==> src/sv/crcar_pkg.sv <==
// Shared types, constants and the byte-wide CRC update for the checksum appender.
`timescale 1ns / 1ps
package crcar_pkg;

    localparam logic [31:0] CRC_POLY       = 32'hEDB88320;
    localparam logic [31:0] CRC_PRESET_RST = 32'h1525D2B6;

    // One accepted word as it travels from the front to the back.
    typedef struct packed {
        logic [7:0]  data;
        logic        last;
        logic [31:0] sum;
    } t_entry;

    // Absorb one byte into a reflected CRC-32 register, LSB first.
    function automatic logic [31:0] crc_byte(input logic [31:0] crc_in,
                                             input logic [7:0]  data);
        logic [31:0] c;
        c = crc_in ^ {24'd0, data};
        for (int k = 0; k < 8; k++) begin
            c = (c >> 1) ^ (c[0] ? CRC_POLY : 32'd0);
        end
        return c;
    endfunction

endpackage

==> src/sv/crcar_front.sv <==
// Front end: accepts payload words, runs the CRC and queues work for the back end.
`timescale 1ns / 1ps
module crcar_front (
    input  logic               i_clk,
    input  logic               i_rst_n,
    input  logic               i_push,
    input  logic [7:0]         i_data_byte,
    input  logic               i_last_byte,
    input  logic               i_cfg_we,
    input  logic [31:0]        i_cfg_wdata,
    input  logic               i_q_full,
    output logic               o_q_push,
    output crcar_pkg::t_entry  o_q_entry
);

    logic [31:0] r_preset;
    logic [31:0] r_crc;
    logic [31:0] n_crc;
    logic [31:0] crc_upd;

    assign crc_upd  = crcar_pkg::crc_byte(r_crc, i_data_byte);
    assign o_q_push = i_push && !i_q_full;

    always_comb begin
        n_crc = r_crc;
        if (o_q_push) begin
            n_crc = i_last_byte ? r_preset : crc_upd;
        end
    end

    assign o_q_entry.data = i_data_byte;
    assign o_q_entry.last = i_last_byte;
    assign o_q_entry.sum  = ~crc_upd;

    always_ff @(posedge i_clk) begin
        if (!i_rst_n) begin
            r_preset <= crcar_pkg::CRC_PRESET_RST;
            r_crc    <= crcar_pkg::CRC_PRESET_RST;
        end else begin
            if (i_cfg_we) begin
                r_preset <= i_cfg_wdata;
            end
            r_crc <= n_crc;
        end
    end

endmodule

==> src/sv/crcar_fifo.sv <==
// Short queue of work entries between the front end and the back end.
`timescale 1ns / 1ps
module crcar_fifo #(
    parameter int P_DEPTH = 4
) (
    input  logic               i_clk,
    input  logic               i_rst_n,
    input  logic               i_push,
    input  crcar_pkg::t_entry  i_entry,
    input  logic               i_pop,
    output crcar_pkg::t_entry  o_head,
    output logic               o_empty,
    output logic               o_full
);

    localparam int PW = (P_DEPTH > 1) ? $clog2(P_DEPTH) : 1;
    localparam int CW = $clog2(P_DEPTH + 1);
    localparam logic [PW-1:0] LAST_PTR = PW'(P_DEPTH - 1);
    localparam logic [CW-1:0] FULL_CNT = CW'(P_DEPTH);

    crcar_pkg::t_entry r_mem [P_DEPTH];
    logic [PW-1:0] r_wptr;
    logic [PW-1:0] r_rptr;
    logic [CW-1:0] r_count;
    logic          do_push;
    logic          do_pop;

    assign o_empty = (r_count == '0);
    assign o_full  = (r_count == FULL_CNT);
    assign do_push = i_push && !o_full;
    assign do_pop  = i_pop && !o_empty;
    assign o_head  = r_mem[r_rptr];

    always_ff @(posedge i_clk) begin
        if (do_push) begin
            r_mem[r_wptr] <= i_entry;
        end
    end

    always_ff @(posedge i_clk) begin
        if (!i_rst_n) begin
            r_wptr  <= '0;
            r_rptr  <= '0;
            r_count <= '0;
        end else begin
            if (do_push) begin
                r_wptr <= (r_wptr == LAST_PTR) ? '0 : r_wptr + PW'(1);
            end
            if (do_pop) begin
                r_rptr <= (r_rptr == LAST_PTR) ? '0 : r_rptr + PW'(1);
            end
            if (do_push && !do_pop) begin
                r_count <= r_count + CW'(1);
            end else if (do_pop && !do_push) begin
                r_count <= r_count - CW'(1);
            end
        end
    end

endmodule

==> src/sv/crcar_back.sv <==
// Back end: sends the payload word and, after a last word, the four checksum bytes.
`timescale 1ns / 1ps
module crcar_back (
    input  logic               i_clk,
    input  logic               i_rst_n,
    input  crcar_pkg::t_entry  i_head,
    input  logic               i_q_empty,
    output logic               o_q_pop,
    input  logic               i_pop,
    output logic               o_empty,
    output logic [7:0]         o_out_byte,
    output logic               o_is_checksum,
    output logic               o_last_out
);

    localparam logic [2:0] PH_DATA = 3'd0;
    localparam logic [2:0] PH_SUM0 = 3'd1;
    localparam logic [2:0] PH_SUM1 = 3'd2;
    localparam logic [2:0] PH_SUM2 = 3'd3;
    localparam logic [2:0] PH_SUM3 = 3'd4;

    logic [2:0] r_phase;
    logic [2:0] n_phase;
    logic       r_valid;
    logic [7:0] r_byte;
    logic       r_chk;
    logic       r_last;
    logic       load;
    logic [7:0] sel_byte;

    assign load = !i_q_empty && (!r_valid || i_pop);

    always_comb begin
        n_phase  = r_phase;
        o_q_pop  = 1'b0;
        sel_byte = i_head.data;
        unique case (r_phase)
            PH_DATA: begin
                sel_byte = i_head.data;
                if (load) begin
                    if (i_head.last) begin
                        n_phase = PH_SUM0;
                    end else begin
                        o_q_pop = 1'b1;
                    end
                end
            end
            PH_SUM0: begin
                sel_byte = i_head.sum[7:0];
                if (load) n_phase = PH_SUM1;
            end
            PH_SUM1: begin
                sel_byte = i_head.sum[15:8];
                if (load) n_phase = PH_SUM2;
            end
            PH_SUM2: begin
                sel_byte = i_head.sum[23:16];
                if (load) n_phase = PH_SUM3;
            end
            PH_SUM3: begin
                sel_byte = i_head.sum[31:24];
                if (load) begin
                    n_phase = PH_DATA;
                    o_q_pop = 1'b1;
                end
            end
            default: begin
                n_phase = PH_DATA;
            end
        endcase
    end

    always_ff @(posedge i_clk) begin
        if (load) begin
            r_byte <= sel_byte;
            r_chk  <= (r_phase != PH_DATA);
            r_last <= (r_phase == PH_SUM3);
        end
    end

    always_ff @(posedge i_clk) begin
        if (!i_rst_n) begin
            r_phase <= PH_DATA;
            r_valid <= 1'b0;
        end else begin
            r_phase <= n_phase;
            if (load) begin
                r_valid <= 1'b1;
            end else if (i_pop) begin
                r_valid <= 1'b0;
            end
        end
    end

    assign o_empty       = !r_valid;
    assign o_out_byte    = r_byte;
    assign o_is_checksum = r_chk;
    assign o_last_out    = r_last;

endmodule

==> src/sv/crc32_report_checksum_appender_unit.sv <==
// Top level of the reflected CRC-32 report checksum appender.
`timescale 1ns / 1ps
// A pushed word passes through the queue and then the output register before it can be popped.
// Throughput: one word per cycle in unless the queue is full; a report-ending word yields five
// output words, so the output sets the sustained rate, one word per cycle while pop is held.
// Reset (synchronous, active low) empties the queue and output register and loads the preset
// and the running CRC with 0x1525D2B6; queued contents are not cleared.
module crc32_report_checksum_appender_unit #(
    parameter int P_FIFO_DEPTH = 4
) (
    input  logic        i_clk,
    input  logic        i_rst_n,
    input  logic        push,
    output logic        full,
    input  logic [7:0]  i_data_byte,
    input  logic        i_last_byte,
    input  logic        i_cfg_we,
    input  logic [31:0] i_cfg_wdata,
    output logic        empty,
    input  logic        pop,
    output logic [7:0]  o_out_byte,
    output logic        o_is_checksum,
    output logic        o_last_out
);

    // The front end folds each word into the running CRC combinationally (eight bit steps
    // unrolled) and queues the word together with the inverted CRC that would follow it.
    // The back end drains the queue and expands a report-ending word into five output words.
    crcar_pkg::t_entry q_entry;
    crcar_pkg::t_entry q_head;
    logic              q_push;
    logic              q_pop;
    logic              q_empty;
    logic              q_full;

    assign full = q_full;

    crcar_front u_front (
        .i_clk       (i_clk),
        .i_rst_n     (i_rst_n),
        .i_push      (push),
        .i_data_byte (i_data_byte),
        .i_last_byte (i_last_byte),
        .i_cfg_we    (i_cfg_we),
        .i_cfg_wdata (i_cfg_wdata),
        .i_q_full    (q_full),
        .o_q_push    (q_push),
        .o_q_entry   (q_entry)
    );

    // The queue lets input words keep arriving while the back end sends a checksum.
    crcar_fifo #(
        .P_DEPTH (P_FIFO_DEPTH)
    ) u_fifo (
        .i_clk   (i_clk),
        .i_rst_n (i_rst_n),
        .i_push  (q_push),
        .i_entry (q_entry),
        .i_pop   (q_pop),
        .o_head  (q_head),
        .o_empty (q_empty),
        .o_full  (q_full)
    );

    // The back end owns the output register, so a waiting result does not hold the input
    // directly; the input stalls only once the queue behind it has filled up.
    crcar_back u_back (
        .i_clk         (i_clk),
        .i_rst_n       (i_rst_n),
        .i_head        (q_head),
        .i_q_empty     (q_empty),
        .o_q_pop       (q_pop),
        .i_pop         (pop),
        .o_empty       (empty),
        .o_out_byte    (o_out_byte),
        .o_is_checksum (o_is_checksum),
        .o_last_out    (o_last_out)
    );

    // The closing word of a report is always a checksum byte.
    a_last_is_checksum: assert property (@(posedge i_clk) disable iff (!i_rst_n)
        (!empty && o_last_out) |-> o_is_checksum)
        else $error("last_out on a non-checksum word");

    // Once a checksum run starts, its remaining bytes follow without a gap.
    a_checksum_run: assert property (@(posedge i_clk) disable iff (!i_rst_n)
        (pop && !empty && o_is_checksum && !o_last_out) |=> (!empty && o_is_checksum))
        else $error("gap inside a checksum run");

    // An accepted input word is queued by the next cycle.
    a_push_queued: assert property (@(posedge i_clk) disable iff (!i_rst_n)
        (push && !full) |=> !q_empty)
        else $error("accepted word not queued");

    // Reset leaves the output side empty.
    a_reset_empty: assert property (@(posedge i_clk)
        !i_rst_n |=> empty)
        else $error("output not empty after reset");

endmodule

==> config.mk <==
export PLATFORM = sky130hd
export DESIGN_NAME = crc32_report_checksum_appender_unit
export DESIGN_NICKNAME = d
export VERILOG_FILES = /design/src/sv/crcar_pkg.sv /design/src/sv/crcar_front.sv /design/src/sv/crcar_fifo.sv /design/src/sv/crcar_back.sv /design/src/sv/crc32_report_checksum_appender_unit.sv
export SDC_FILE = /design/constraint.sdc
export NUM_CORES = 1
export LEC_CHECK = 0
export BUFFER_PORTS_ARGS = -buffer_cell sky130_fd_sc_hd__buf_2
export CELL_PAD_IN_SITES_DETAIL_PLACEMENT = 0
export CELL_PAD_IN_SITES_GLOBAL_PLACEMENT = 1
export CORE_ASPECT_RATIO = 0.7
export CORE_MARGIN = 2
export CORE_UTILIZATION = 35
export CTS_BUF_LIST = sky130_fd_sc_hd__clkbuf_4 sky130_fd_sc_hd__clkbuf_8 sky130_fd_sc_hd__clkbuf_16
export CTS_CLUSTER_DIAMETER = 100
export DETAILED_ROUTE_END_ITERATION = 6
export PLACE_DENSITY_LB_ADDON = 0.1
export SLEW_MARGIN = 40
export SYNTH_ARGS = -nofsm -noshare
export SYNTH_HDL_FRONTEND = slang
export SYNTH_SLANG_ARGS = --single-unit
==> constraint.sdc <==
create_clock -name i_clk -period 2.4 [get_ports i_clk]
set_input_delay 0.24 -clock i_clk [delete_from_list [all_inputs] [get_ports i_clk]]
set_output_delay 0.24 -clock i_clk [all_outputs]
set_load 0.05 [all_outputs]
==> results of run 1 <==
## per-layer routing
metal | GRT usage [%] | up-vias | wire length (um)
met1 | 26.2 | 3142 | 13400
met5 | 0 | - | 0
li1 | - | 2897 | -
met4 | 3.91 | 0 | 423
met2 | 26.8 | 131 | 11800
met3 | 2.77 | 27 | 1030
## worst register-to-register path, stage by stage (launching register included)
cell and delay [ns]:
dfxtp_2 0.37, mux4_2 0.56, a21oi_4 0.21, inv_1 0.09
ha_4 0.17, inv_2 0.06, fa_2 0.19, xor2_1 0.07
or3_1 0.31, a21oi_1 0.14
## power groups by stage
stage               logic [mW]  clock network [mW]  registers [mW]
finish                    6.91                4.08            6.61
detailed placement        6.86                   0            6.70
global route              7.41                4.36            6.68
global placement          6.77                   0            6.65
floorplan                 3.89                   0            6.91
CTS                       6.92                4.19            6.62
## Yosys cell counts, types with 7 or more instances
master | instances | area share, %
edfxtp_1 | 174 | 49
dfxtp_1 | 77 | 15
nand2_1 | 71 | 2.5
mux4_2 | 41 | 8.7
nor2_1 | 41 | 1.5
mux2i_1 | 38 | 3.6
clkbuf_1 | 27 | 0.96
xor2_1 | 23 | 1.9
xnor2_1 | 22 | 1.8
o21ai_1 | 20 | 0.95
a21oi_1 | 19 | 0.90
o211ai_1 | 17 | 1.2
a22oi_1 | 12 | 0.85
buf_1 | 11 | 0.39
a31oi_1 | 8 | 0.47
inv_1 | 8 | 0.28
xnor2_2 | 8 | 1.2
o211a_1 | 7 | 0.66
## flip-flops by register name, summed over array words and instances, names as in the netlist, named ones only
name and flops:
u_back.o_out_byte 8, u_fifo.r_wptr 2, u_fifo.r_count 3, u_back.r_valid 1, u_fifo.r_rptr 2, u_back.o_last_out 1
u_back.r_phase 3, u_fifo.r_mem 164, u_back.o_is_checksum 1, u_front.r_crc 32, u_front.r_preset 32
## area by class of cell
cell class                      count  area share, %
Multi-Input combinational cell    398           28.2
Inverter                           10          0.307
Clock buffer                       34           5.45
Clock inverter                     13           1.16
Tap cell                          412           3.96
Sequential cell                   251           52.0
Timing Repair Buffer              148           8.95
## path summary, 6_finish.rpt
check / start / end / slack, ns / cells past startpoint
hold / removal: i_data_byte[1] / u_fifo.r_mem[1][34] / 0.03 / 1
setup / recovery: flip-flop / u_fifo.r_count[2] / 0.17 / 9
hold reg to reg: u_front.r_crc[31] / u_front.r_crc[31] / 0.46 / 2
setup reg to reg: flip-flop / u_fifo.r_count[2] / 0.17 / 9
## kinds of logic (layout without fill, tap and decap cells)
| kind of cell | Yosys count | in the layout | synth area share [%] |
|---|---|---|---|
| fa+ha+maj | 7 | 7 | 0.898 |
| mux | 79 | 79 | 12.3 |
| xor+xnor | 70 | 70 | 8.95 |
| flops | 251 | 251 | 63.9 |
| simple gates | 140 | 140 | 5.60 |
| compound gates | 102 | 102 | 6.36 |
| buf+inv | 53 | 205 | 1.94 |
## metrics by stage
| stage | cell area (um2) | hold WS, ns | power [mW] | setup slack (ns) |
|---|---|---|---|---|
| 2_1_floorplan | 10700 | 0.339 | 10.8 | 0.0140 |
| 3_3_place_gp | 11800 | 0.448 | 13.4 | 0.0580 |
| 3_5_place_dp | 11800 | 0.449 | 13.6 | 0.0325 |
| 4_1_cts | 13000 | 0.00791 | 17.7 | 0.0134 |
| 5_1_grt | 13000 | 0.0167 | 18.5 | 0.0321 |
| 6_report | 13000 | 0.0260 | 17.6 | 0.165 |
## repair_timing
action / CTS / global route
setup endpoints to repair: 0 / 2
endpoints found under the hold margin: 37 / 0
resized for setup: 0 / 3
hold buffers: 34 / 0
==> key figures, run 1 <==
Global route
  – First-pass GRT wire length: a little over 40000 um
  – Largest net degree at the start of global routing: 44
  – Number of global-route vias before repair: 6396
  – Tot GR Track Use: 17.5%
  – GR Overflow Total: 0
  – Initial antenna violation count: 0

Detailed routing
  – Routed Wire Length: 26700 um
  – Vias per cell: 4.89
  – # DRC: 0
  – Wire per inst: around 21 um
  – DR pass1 iterations: 4
  – DR vias: 6197
  – Antenna Nets Post-Route: 0
  – Iter 0 DRT Violations: 350

Setup path
  – Critical path class: reg -> reg
  – Startpoint types: flip-flop
  – Slowest stage cell on the critical path: mux4_2
  – Crit path max fanout: 3
  – Slowest stage delay, CP: 0.56 ns
  – Arr. time, crit path: 2.71 ns
  – Endpoint class of the critical path: flip-flop
  – Worst Path Buf+Inv: 2
  – Worst-path cell chain: mux4_2 -> a21oi_4 -> inv_1 -> ha_4 -> inv_2 -> fa_2 -> xor2_1 -> or3_1 -> a21oi_1
  – CP required: ~2.9 ns
  – Cell family with most CP delay: multiplexers

Floorplanning
  – Num rows: 53
  – Initial core utilization: 35.4%
  – Core area: 29900 um2
  – Chip width: 212 um
  – Number of I/O pins: 58
  – Die Span Y: 149 um
  – Die Area: 31700 um2

Run status
  – Status: completed

Synthesis
  – Synth Register Bits: 251
  – Main flop type after synthesis: edfxtp_1
  – Yosys warns: 0
  – Syn nets: about 760
  – Distinct cells, synth: 45
  – Share of the yosys chip area belonging to registers: around 64%
  – Fraction of registers with async set/reset: 0%
  – Avg Synthesized Cell Area: ~15 um2
  – Post-synth EDFFs: about 170
  – Cells after synthesis: 702
  – Synth Cell Area: roughly 11000 um2

Layout
  – Synth-to-Final Area Change: 23.1%
  – Area of the multi-input gates: approximately 3700 um2
  – Final core utilization: 43.6%
  – Fill count: 2718
  – Most frequent cells in the layout: edfxtp_1, dfxtp_1, nand2_1
  – Reg area: 6770 um2
  – Commonest non-fill, non-tap cell in the layout: edfxtp_1
  – Share of cells above drive strength 1: 27.2%
  – Post-Layout Cell Count: 1266
  – Final net count: 888
  – Ant. Diodes: 0

Timing
  – Minimum clock period: 2.23 ns
  – Setup TNS Final: 0 ns
  – Skew final: 0.0190 ns
  – Tightest Pin Transition: 0.595 ns
  – Final hold vios: 0
  – Slew Limit Fails: 0
  – Period utilization: 93.1%
  – Finish-stage setup viols: 0
  – F_max: 447 MHz
  – RSZ-0062 raised after global routing: no
  – Rel. slew slack: 60.0%

CTS
  – Clock Tree Buf Depth: 3
  – Number of clock sinks: approximately 250
  – Cts bufs inserted: 26
  – Clock slew at reported path FFs: 0.06 ns
  – Worst skew pair latency: 0.55 ns
  – CTS tree: yes
  – Depth of the CTS H-tree: 1
  – Setup Buffers After CTS: 0
  – Clk root buf: clkbuf_16

Job
  – Max-cap viol count: 0

Power and ir drop
  – Sequential share of power: 37.6%
  – Clk network pwr share: 23.2%
  – P_sw: 5.94 mW
  – Power per cell area: roughly 1400 nW/um2
  – Peak VDD IR: 0.543 mV
  – P_int: 11.6 mW
  – Comb pwr share: 39.3%
  – Leak: a little under 5 nW
  – Switching Share: 33.8%

Placement
  – Placed Cells: 1185
  – Dpl hpwl: 18400 um
  – GP Congestion: 0.764
  – Port Buf Inserts: 57

Min path
  – Hold Path Class: in -> reg
Note: power is estimated with default switching activity, not from simulation.
==> run 2: changes to the inputs <==
--- a/config.mk
+++ b/config.mk
@@ -14,7 +14,7 @@
 export CTS_BUF_LIST = sky130_fd_sc_hd__clkbuf_4 sky130_fd_sc_hd__clkbuf_8 sky130_fd_sc_hd__clkbuf_16
 export CTS_CLUSTER_DIAMETER = 100
 export DETAILED_ROUTE_END_ITERATION = 6
-export PLACE_DENSITY_LB_ADDON = 0.1
+export PLACE_DENSITY_LB_ADDON = 0.08
 export SLEW_MARGIN = 40
 export SYNTH_ARGS = -nofsm -noshare
 export SYNTH_HDL_FRONTEND = slang
==> key figures, run 2 (same netlist as run 1, synthesis figures left out) <==
Layout
  – Post-Layout Cell Count: 1265
  – Final core utilization: roughly 44%
  – Synth-to-Final Area Change: 23.8%
  – Post-route cell area: 13100 um2
  – Commonest non-fill, non-tap cell in the layout: edfxtp_1
  – Biggest regs: u_fifo.r_mem (164), u_front.r_crc (32), u_front.r_preset (32)
  – Largest Register: u_fifo.r_mem
  – Share of cells above drive strength 1: 26.6%
  – Final net count: 886
  – Most frequent cells in the layout: edfxtp_1, dfxtp_1, nand2_1
  – Ant. Diodes: 0
  – Largest register FFs: 164

Placement
  – Placed Cells: 1182
  – GP Congestion: around 0.76
  – DP Area: 11800 um2
  – Port Buf Inserts: 57
  – Dpl hpwl: around 18000 um

Setup path
  – CP required: 2.87 ns
  – Worst reg2reg setup slack: roughly 0.13 ns
  – Arr. time, crit path: 2.74 ns
  – Crit path max fanout: 4
  – Startpoint types: flip-flop
  – Critical path class: reg -> reg
  – Endpoint class of the critical path: flip-flop

Detailed routing
  – Antenna Nets Post-Route: 0
  – DR vias: 6258
  – Vias per cell: 4.95
  – Wire per inst: 21.7 um
  – Routed Wire Length: around 27000 um
  – DR pass1 iterations: 5
  – # DRC: 0
  – Iter 0 DRT Violations: 457

CTS
  – Clock slew at reported path FFs: 0.06 ns
  – CTS resizes: 0
  – Depth of the CTS H-tree: 1
  – CTS tree: yes
  – Cts bufs inserted: 26
  – Clk root buf: clkbuf_16
  – Clock Tree Buf Depth: 3
  – Number of clock sinks: around 250
  – Worst skew pair latency: 0.53 ns

Floorplanning
  – Die Area: 31700 um2
  – Initial core utilization: 35.4%
  – Core area: 29900 um2
  – Die Span Y: 149 um
  – Number of I/O pins: a little under 60
  – Num rows: 53
  – Chip width: approximately 210 um

Timing
  – Finish-stage setup viols: 0
  – Final hold vios: 0
  – RSZ-0062 raised after global routing: no
  – Rel. slew slack: a little under three fifths
  – Period utilization: 94.5%
  – Setup TNS Final: 0 ns
  – Skew final: about 0.0063 ns
  – Slew Limit Fails: 0
  – Tightest Pin Transition: 0.641 ns
  – F_max: ~440 MHz
  – Minimum clock period: 2.27 ns

Global route
  – Number of global-route vias before repair: 6480
  – Initial antenna violation count: 0
  – GR Overflow Total: 0
  – Largest net degree at the start of global routing: between 50 and 60
  – First-pass GRT wire length: 41000 um
  – Tot GR Track Use: 17.8%

Min path
  – Hold Path Class: in -> reg
  – Hold_sp: i_data_byte[4]

Power and ir drop
  – Peak VDD IR: 0.498 mV
  – Leak: 4.83 nW
  – Power per cell area: 1350 nW/um2
  – Pwr Total: around 18 mW

Run status
  – Status: completed

Job
  – Max-cap viol count: 0
[run 2: cell types whose count changed in the layout (fill, tap and decap cells not counted), sizes merged]
| cell | change |
|---|---|
| buf | -3 |
| clkinvlp | +2 |
| clkbuf | -3 |
| bufinv | +3 |
| dlygate4sd3 | +1 |
| inv | -1 |
[run 2: path summary, 6_finish.rpt]
kind / to / cells past startpoint
worst min-delay path: u_fifo.r_mem[2][37] / 1
worst max register to register: u_fifo.r_count[2] / 9
worst max-delay path: u_fifo.r_count[2] / 9
worst min register to register: u_front.r_crc[25] / 2
[run 2: layout make-up]
cell class | count | area (um2)
fillers | 2704 | 16800
inverters | 10 | 40.0
flip-flops and latches | 251 | 6770
well taps | 412 | 515
repair buffers | 146 | 1180
clock inverters | 17 | 234
clock buffers | 31 | 706
multi-input cells | 398 | 3660
[run 2: stage by stage]
step,hold WS (ns),worst slack [ns]
floorplan,0.339,0.0140
global placement,0.439,0.154
detailed placement,0.453,0.111
CTS,0.00521,0.0981
global route,0.0152,0.0140
finish,0.0182,0.132
[run 2: timing repair]
action                                  4_1_cts  5_1_grt
endpoints found under the hold margin        41        0
hold buffers                                 35        0
setup buffers                                 0        0
endpoints found under the setup margin        0        0
[run 2: layer usage]
metal	part of all wire, %	GRT usage, %
met5	0	0
met4	1.9	3.63
met3	3.8	2.54
met2	45	28.6
met1	49	25.9
[run 2: power by group]
group          internal, mW  leakage (nW)  total [mW]  switching [mW]
Combinational          2.85          2.13        6.57            3.72
Clock                  2.74         0.460        4.42            1.68
Sequential             6.28          2.24        6.65           0.369
[run 2: critical path: stages, from the launching register on]
cell and delay, ns:
dfxtp_2 0.41, mux4_2 0.56, a21oi_1 0.21, inv_1 0.10, ha_4 0.17, inv_2 0.05
fa_2 0.19, xor2_1 0.07, or3_1 0.30, a21oi_1 0.13
==> run 3: changes to the inputs <==
--- a/config.mk
+++ b/config.mk
@@ -6,7 +6,7 @@
 export NUM_CORES = 1
 export LEC_CHECK = 0
 export BUFFER_PORTS_ARGS = -buffer_cell sky130_fd_sc_hd__buf_2
-export CELL_PAD_IN_SITES_DETAIL_PLACEMENT = 0
+export CELL_PAD_IN_SITES_DETAIL_PLACEMENT = 1
 export CELL_PAD_IN_SITES_GLOBAL_PLACEMENT = 1
 export CORE_ASPECT_RATIO = 0.7
 export CORE_MARGIN = 2
==> key figures, run 3 (same netlist as run 1, synthesis figures left out) <==
Run status
  – Status: completed

Min path
  – Hold Path Depth: 1
  – Hold Path Class: in -> reg

Setup path
  – Arr. time, crit path: 2.74 ns
  – R2r worst-path depth: 9
  – Crit path max fanout: 4
  – Endpoint class of the critical path: flip-flop
  – Startpoint types: flip-flop
  – Critical path class: reg -> reg
  – CP required: about 2.9 ns

Power and ir drop
  – Clk network pwr share: between 20% and 30%
  – P_sw: 5.88 mW
  – Leak: between 4 and 5 nW
  – Comb pwr share: 38.2%
  – Peak VDD IR: around 0.42 mV
  – Switching Share: about a third
  – Sequential share of power: 38.3%
  – Pwr Total: 17.4 mW
  – Power per cell area: 1330 nW/um2
  – P_int: between 10 and 15 mW

CTS
  – Setup Buffers After CTS: 0
  – CTS tree: yes
  – Clock slew at reported path FFs: about 0.06 ns
  – Clock Tree Buf Depth: 3
  – Clk root buf: clkbuf_16
  – Depth of the CTS H-tree: 1
  – Cts bufs inserted: 26
  – Worst skew pair latency: 0.54 ns
  – Number of clock sinks: ~250

Global route
  – Initial antenna violation count: 0
  – Number of global-route vias before repair: slightly below 7k
  – Tot GR Track Use: 18.6%
  – Largest net degree at the start of global routing: 53
  – GR Overflow Total: 0
  – First-pass GRT wire length: 43000 um

Timing
  – Rel. slew slack: 47.7%
  – Skew final: approximately 0.015 ns
  – Period utilization: 95.0%
  – Final hold vios: 0
  – F_max: 438 MHz
  – RSZ-0062 raised after global routing: no
  – Finish-stage setup viols: 0
  – Slew Limit Fails: 0
  – Minimum clock period: ~2.3 ns
  – Tightest Pin Transition: 0.783 ns
  – Setup TNS Final: 0 ns

Detailed routing
  – # DRC: 0
  – DR vias: 6289
  – Routed Wire Length: between 20000 and 30000 um
  – Antenna Nets Post-Route: 0
  – Iter 0 DRT Violations: 303
  – Wire per inst: approximately 23 um
  – DR pass1 iterations: 4
  – Vias per cell: approximately 5.0

Layout
  – Biggest regs: u_fifo.r_mem (164), u_front.r_crc (32), u_front.r_preset (32)
  – Most frequent cells in the layout: edfxtp_1, dfxtp_1, nand2_1
  – Commonest non-fill, non-tap cell in the layout: edfxtp_1
  – Largest register FFs: 164
  – Final net count: 886
  – Largest Register: u_fifo.r_mem
  – Share of cells above drive strength 1: 27.2%
  – Ant. Diodes: 0
  – Post-Layout Cell Count: 1265
  – Synth-to-Final Area Change: 23.3%

Floorplanning
  – Die Span Y: 149 um
  – Num rows: 53
  – Chip width: 212 um
  – Number of I/O pins: 58
  – Core area: 29900 um2
  – Die Area: roughly 32000 um2
  – Initial core utilization: a little over a third

Placement
  – Placed Cells: 1182
  – Dpl hpwl: 19100 um
  – GP Congestion: about 0.76
  – Port Buf Inserts: 57

Job
  – Max-cap viol count: 0
run 3: repair_timing:
item | CTS | global route
endpoints found under the hold margin | 41 | 0
setup endpoints to repair | 0 | 1
hold buffers | 35 | 0
resized for setup | 0 | 3
run 3: power by group through the flow:
stage / clock network, mW / logic [mW] / registers [mW]
after global placement: 0 / 6.40 / 6.71
after detailed placement: 0 / 6.61 / 6.76
after global routing: 4.34 / 7.15 / 6.75
after CTS: 4.19 / 6.68 / 6.67
after floorplan: 0 / 3.89 / 6.91
final: 4.08 / 6.65 / 6.67
run 3: path summary, 6_finish.rpt:
path	from	to	slack, ns
min reg2reg	u_front.r_crc[30]	u_front.r_crc[30]	0.46
max	flip-flop	u_fifo.r_count[2]	0.12
min	i_data_byte[2]	u_fifo.r_mem[0][35]	0.02
max reg2reg	flip-flop	u_fifo.r_count[2]	0.12
run 3: critical path: stages, from the launching register on:
cell and delay (ns):
dfxtp_4 0.39, mux4_2 0.56, a21oi_2 0.18, inv_1 0.09
ha_4 0.17, inv_2 0.05, fa_2 0.20, xor2_1 0.08
or3_1 0.32, a21oi_1 0.17
run 3: cell type report:
| cell class | count | area, um2 |
|---|---|---|
| multi-input cells | 398 | 3660 |
| fillers | 2953 | 16900 |
| clock inverters | 12 | 98.8 |
| well taps | 412 | 515 |
| flip-flops and latches | 251 | 6780 |
| repair buffers | 146 | 1180 |
| inverters | 10 | 40.0 |
| clock buffers | 36 | 774 |
run 3: metal layers:
metal	wire, um	GRT usage (%)	vias up
li1	-	-	2880
met1	14000	27.1	3256
met2	12900	29.7	122
met3	1160	3.15	31
met4	472	3.49	0
met5	0	0	-
run 3: through the flow:
stage | cell area [um2] | util, % | hold slack [ns] | setup WS [ns]
6_report | 13000 | 43.6 | 0.0177 | 0.119
5_1_grt | 13000 | 43.6 | 0.0146 | 0.0160
4_1_cts | 13000 | 43.6 | 0.00243 | 0.0118
3_5_place_dp | 11800 | 39.5 | 0.449 | 0.0235
3_3_place_gp | 11800 | 39.5 | 0.439 | 0.154
2_1_floorplan | 10700 | - | 0.339 | 0.0140
